<file path="src/rtl/core/nfqs_pkg.sv">
// Shared constants, codes and controller/datapath types for the fftshift reorder core.
`default_nettype none

package nfqs_pkg;

    // Defaults for the top-level parameters.
    localparam int STORE_DEPTH_DEF  = 4096;
    localparam int SAMPLE_WIDTH_DEF = 32;

    // Largest dimension count the core honours; higher settings are clamped to it.
    localparam int MAX_DIMENSIONS = 3;

    // Fixed field widths.
    localparam int DIMS        = 3;
    localparam int COUNT_W     = 2;
    localparam int SIZE_W      = 13;
    localparam int PART_W      = 2 * SIZE_W;
    localparam int TOTAL_W     = 3 * SIZE_W;
    localparam int PORT_W      = 32;
    localparam int CFG_INDEX_W = 2;
    localparam int CFG_DATA_W  = 13;

    typedef enum logic [CFG_INDEX_W-1:0] {
        REG_DIMENSION_COUNT = 2'd0,
        REG_SIZE_DIM0       = 2'd1,
        REG_SIZE_DIM1       = 2'd2,
        REG_SIZE_DIM2       = 2'd3
    } cfg_reg_t;

    typedef enum logic {
        KIND_LOAD = 1'b0,
        KIND_EMIT = 1'b1
    } item_kind_t;

    typedef struct packed {
        logic cfg_write;
        logic load_write;
        logic emit_start;
        logic error_load;
        logic result_load;
    } nfqs_cmd_t;

    typedef struct packed {
        logic size_error;
    } nfqs_status_t;

endpackage

`default_nettype wire

</file>
<file path="src/rtl/core/nfqs_ctrl.sv">
// Controller: handshakes, settling after configuration, and sequencing of one emit.
`default_nettype none

module nfqs_ctrl (
    input  wire logic                   clk,
    input  wire logic                   rst_n,
    input  wire logic                   item_valid,
    input  wire logic                   item_kind,
    output logic                        item_ready,
    input  wire logic                   cfg_valid,
    output logic                        cfg_ready,
    output logic                        result_valid,
    input  wire logic                   result_ready,
    output nfqs_pkg::nfqs_cmd_t         cmd,
    input  wire nfqs_pkg::nfqs_status_t status
);

    typedef enum logic [2:0] {
        ST_SETTLE0,
        ST_SETTLE1,
        ST_SETTLE2,
        ST_IDLE,
        ST_ADDR0,
        ST_ADDR1,
        ST_READ,
        ST_RESULT
    } state_t;

    state_t state_reg;
    logic   out_valid_reg;
    logic   item_fire;
    logic   cfg_fire;
    logic   result_fire;
    logic   is_emit;

    assign cfg_ready    = (state_reg == ST_IDLE) || (state_reg == ST_SETTLE0)
                          || (state_reg == ST_SETTLE1) || (state_reg == ST_SETTLE2);
    // An item is taken only when the result register is free or being emptied.
    assign item_ready   = (state_reg == ST_IDLE) && !cfg_valid
                          && (!out_valid_reg || result_ready);
    assign item_fire    = item_valid && item_ready;
    assign cfg_fire     = cfg_valid && cfg_ready;
    assign result_fire  = out_valid_reg && result_ready;
    assign is_emit      = (item_kind == nfqs_pkg::KIND_EMIT);
    assign result_valid = out_valid_reg;

    always_comb
    begin
        cmd.cfg_write   = cfg_fire;
        cmd.load_write  = item_fire && !is_emit && !status.size_error;
        cmd.emit_start  = item_fire && is_emit && !status.size_error;
        cmd.error_load  = item_fire && is_emit && status.size_error;
        cmd.result_load = (state_reg == ST_RESULT);
    end

    always_ff @(posedge clk or negedge rst_n)
    begin
        if (!rst_n)
        begin
            state_reg     <= ST_SETTLE0;
            out_valid_reg <= 1'b0;
        end
        else
        begin
            unique case (state_reg)
                ST_SETTLE0: state_reg <= cfg_fire ? ST_SETTLE0 : ST_SETTLE1;
                ST_SETTLE1: state_reg <= cfg_fire ? ST_SETTLE0 : ST_SETTLE2;
                ST_SETTLE2: state_reg <= cfg_fire ? ST_SETTLE0 : ST_IDLE;
                ST_IDLE:
                begin
                    if (cfg_fire)
                        state_reg <= ST_SETTLE0;
                    else if (cmd.emit_start)
                        state_reg <= ST_ADDR0;
                end
                ST_ADDR0:  state_reg <= ST_ADDR1;
                ST_ADDR1:  state_reg <= ST_READ;
                ST_READ:   state_reg <= ST_RESULT;
                ST_RESULT: state_reg <= ST_IDLE;
            endcase

            if (cmd.error_load || cmd.result_load)
                out_valid_reg <= 1'b1;
            else if (result_fire)
                out_valid_reg <= 1'b0;
        end
    end

`ifndef SYNTHESIS
    a_emit_latency: assert property (@(posedge clk) disable iff (!rst_n)
        cmd.emit_start |-> ##5 out_valid_reg)
        else $error("emit did not produce a result after the address and read steps");

    a_error_immediate: assert property (@(posedge clk) disable iff (!rst_n)
        cmd.error_load |=> out_valid_reg)
        else $error("size error emit did not produce a result");

    a_cfg_settles: assert property (@(posedge clk) disable iff (!rst_n)
        cfg_fire |=> !item_ready)
        else $error("item accepted before the frame size settled");
`endif

endmodule

`default_nettype wire

</file>
<file path="config.mk">
export PLATFORM = sky130hd
export DESIGN_NAME = nfqs_ctrl
export DESIGN_NICKNAME = d
export VERILOG_FILES = /design/src/rtl/core/nfqs_pkg.sv /design/src/rtl/core/nfqs_ctrl.sv
export SDC_FILE = /design/constraint.sdc
export NUM_CORES = 1
export LEC_CHECK = 0
export BUFFER_PORTS_ARGS = -buffer_cell sky130_fd_sc_hd__buf_4
export CAP_MARGIN = 20
export CORE_AREA = 10 10 47 49
export CTS_CLUSTER_DIAMETER = 30
export DETAILED_ROUTE_END_ITERATION = 6
export DIE_AREA = 0 0 57 59
export GPL_ROUTABILITY_DRIVEN = 0
export HOLD_SLACK_MARGIN = 0.15
export PLACE_DENSITY = 0.41
export RECOVER_POWER = 25
export SETUP_SLACK_MARGIN = 0.4
export SLEW_MARGIN = 5
export SYNTH_ARGS = -nofsm -noshare
export SYNTH_HDL_FRONTEND = slang
export SYNTH_SLANG_ARGS = --single-unit
</file>
<file path="constraint.sdc">
create_clock -name clk -period 2.3 [get_ports clk]
set_input_delay 0.69 -clock clk [delete_from_list [all_inputs] [get_ports clk]]
set_output_delay 0.69 -clock clk [all_outputs]
set_load 0.01 [all_outputs]
</file>
==> impl_metrics.json <==
{
  "rows": 14,
  "crit_path_end_kind": "output pin",
  "syn2layout_area_growth_pct": 80.21,
  "drt_iter0_drc": 3,
  "first_pass_iters": 5,
  "nets": 54,
  "violations": "negative setup slack",
  "n_fill_cell": 162,
  "fmax_ghz": 0.4200,
  "max-slew-margin-rel_pct": 82.60,
  "worstPathArrival_ns": 1.69,
  "cp-start-kind": "input port",
  "syn_inst": 26,
  "pwr-share-seq_pct": 37.9,
  "antennaDiodeCount": 0,
  "cts_tree": "done",
  "final_cells": 61,
  "synth_area_um2": 240.2,
  "grt_usage_pct": 4.712,
  "min_path_type": "in -> async",
  "antenna_found_initial": 0,
  "r2r_end": "state_reg[2]",
  "power_density_nw_per_um2": 604.2,
  "die_h_um": 59,
  "first_global_vias": 290,
  "layout-drive-gt1-share_pct": 57.78,
  "syn_nets": 33,
  "cts_max_path_buffers": 2,
  "cts.sinks": 4,
  "p_switching_uw": 77.70,
  "largest_register_ffs": 3,
  "drc": 0,
  "die_area_um2": 3363,
  "dieWidth_um": 57,
  "syn_area_per_cell_um2": 9.240,
  "hold_viol": 0,
  "rsz0062_at_grt": "true",
  "cts_buffers": 3,
  "drt_wl_total_um": 742,
  "required_ns": 1.61,
  "ys_types": 17,
  "path_clk_slew_ns": 0.03,
  "dpl.hpwl_um": 640.8,
  "initial_core_util_pct": 17.14,
  "cap_viol_max_count": 0,
  "crit_type": "in -> out",
  "grt_max_degree": 7,
  "ant_nets": 0,
  "status": "finished, violations left",
  "rrSetupSlack_ns": 1.00,
  "rr_worst_depth": 3,
  "gr-usage-met3_pct": 4.292,
  "crit_fanout": 4,
  "root_buffer": "clkbuf_4",
  "overflow": 0,
  "place_inst": 57,
  "netSwitchingFraction_pct": 29.71,
  "use_met2_pct": 7.132,
  "post-route-min-period_ns": 2.381,
  "reg2reg_from": "state_reg[0]",
  "num_io_pins": 15,
  "fin_crit_sh_pct": 103.5,
  "vias_per_cell": 4.311,
  "grt_pass1_wl_um": 1186,
  "p_int_uw": 183.9,
  "busiest_layer": "met2",
  "setup_ws_ns": -0.08117,
  "register_area_um2": 101.3,
  "slew_violations": 0,
  "h-tree-depth": 1,
  "total_power_uw": 261.6,
  "post_drt_wl_per_cell_um": 12.16,
  "fin_skew_ns": 0.00007462,
  "clock_latency_ns": 0.23,
  "vias": 263,
  "ys_seq_elements": 4,
  "p_comb_share_pct": 30.1,
  "core_um2": 1401,
  "pwr-share-clk_pct": 32.1,
  "multi_input_area_um2": 140.1,
  "leakagePower_uw": 0.0002015,
  "vdd_ir_drop_max_mv": 0.1925,
  "tightest_slew_ns": 0.2587,
  "gr-usage-met1_pct": 4.043,
  "setup_viol": 2,
  "ys_warn_count": 0,
  "seq_area_frac_synth_pct": 41.67,
  "io_buffers": 14
}
layer usage:
metal | vias up | share of wire [%]
li1 | 131 | -
met4 | 0 | 0
met2 | 13 | 52
met5 | - | 0
met1 | 119 | 37
met3 | 0 | 10
placed cells by master, fill, tap and decap left out:
master    netlist  layout
buf_4           1      12
buf_6           0       4
nor2_1          4       3
clkbuf_4        0       3
dfrtp_1         4       3
nor3_1          2       2
inv_1           2       1
nand2_2         1       1
nor2b_4         0       1
nor2b_1         2       1
or4_4           1       1
nand3b_1        1       1
nor2_4          0       1
nor4b_4         1       1
nand3_1         1       1
inv_4           0       1
or3_1           1       1
nor4_1          1       1
o31ai_1         1       1
a21oi_1         1       1
nand2_1         1       1
o21ai_1         1       1
clkbuf_1        0       1
dfrtp_2         0       1
cell usage after synthesis:
cell type	number	area share, %
buf_4	1	3.1
dfrtp_1	4	42
nor4_1	1	2.6
nor2b_1	2	5.2
nand2_1	1	1.6
nand2_2	1	2.6
o31ai_1	1	3.1
or3_1	1	2.6
nor3_1	2	4.2
or4_4	1	4.7
nor2_1	4	6.2
o21ai_1	1	2.1
nor4b_4	1	9.9
inv_1	2	3.1
nand3b_1	1	3.1
nand3_1	1	2.1
a21oi_1	1	2.1
worst max-delay path, cell delays in order:
cell     delay, ns
buf_6         0.09
or4_4         0.52
nor4b_4       0.23
buf_4         0.16
worst max path at each step:
stage	slack, ns	from	depth (start not counted)	endpoint
after detailed placement	-0.13	cfg_valid	4	cmd[3]
after floorplan	0.11	cfg_valid	2	cmd[3]
after CTS	-0.08	cfg_valid	4	cmd[3]
after global placement	-0.11	cfg_valid	4	cmd[3]
after global routing	-0.12	state_reg[1]	4	cmd[3]
final	-0.08	cfg_valid	4	cmd[3]
repair_timing:
item / CTS / global route
hold buffers: 0 / 0
pin swaps: 2 / 1
gates resized for setup: 7 / 4
endpoints found under the setup margin: 5 / 4
hold endpoints to repair: 0 / 0
buffers inserted: 1 / 0
per-stage QoR:
| stage | util [%] | area [um2] | hold WS (ns) | setup TNS, ns | setup WS, ns |
|---|---|---|---|---|---|
| 2_1_floorplan | - | 240.2 | 0.3944 | 0 | 0.1069 |
| 3_3_place_gp | 26.61 | 372.9 | 0.4729 | -0.1123 | -0.1123 |
| 3_5_place_dp | 26.61 | 372.9 | 0.4891 | -0.1418 | -0.1320 |
| 4_1_cts | 30.27 | 424.2 | 0.2399 | -0.1078 | -0.07760 |
| 5_1_grt | 30.89 | 432.9 | 0.2981 | -0.1831 | -0.1153 |
| 6_report | 30.89 | 432.9 | 0.2816 | -0.1057 | -0.08117 |
cell type report:
type	count	area share [%]
clock buffer	3	5.202
inverter	2	2.312
multi-input combinational	19	32.37
sequential	4	23.41
tap	16	4.624
timing repair buffer	17	32.08
logic make-up after synthesis:
family | synth area share [%]
buffers and inverters | 6.252
AO/OA/AOI/OAI | 7.289
flip-flops | 41.67
AND/OR/NAND/NOR | 44.79
power groups by stage:
stage / sequential (uW) / clock (uW) / combinational, uW
5_1_grt: 101 / 91.6 / 88.0
2_1_floorplan: 95.8 / 0 / 37.2
3_3_place_gp: 96.8 / 0 / 67.8
3_5_place_dp: 98.0 / 0 / 69.9
6_report: 99.1 / 83.9 / 78.6
4_1_cts: 98.8 / 88.5 / 78.5
No activity file was read; power rests on OpenSTA's default activity.
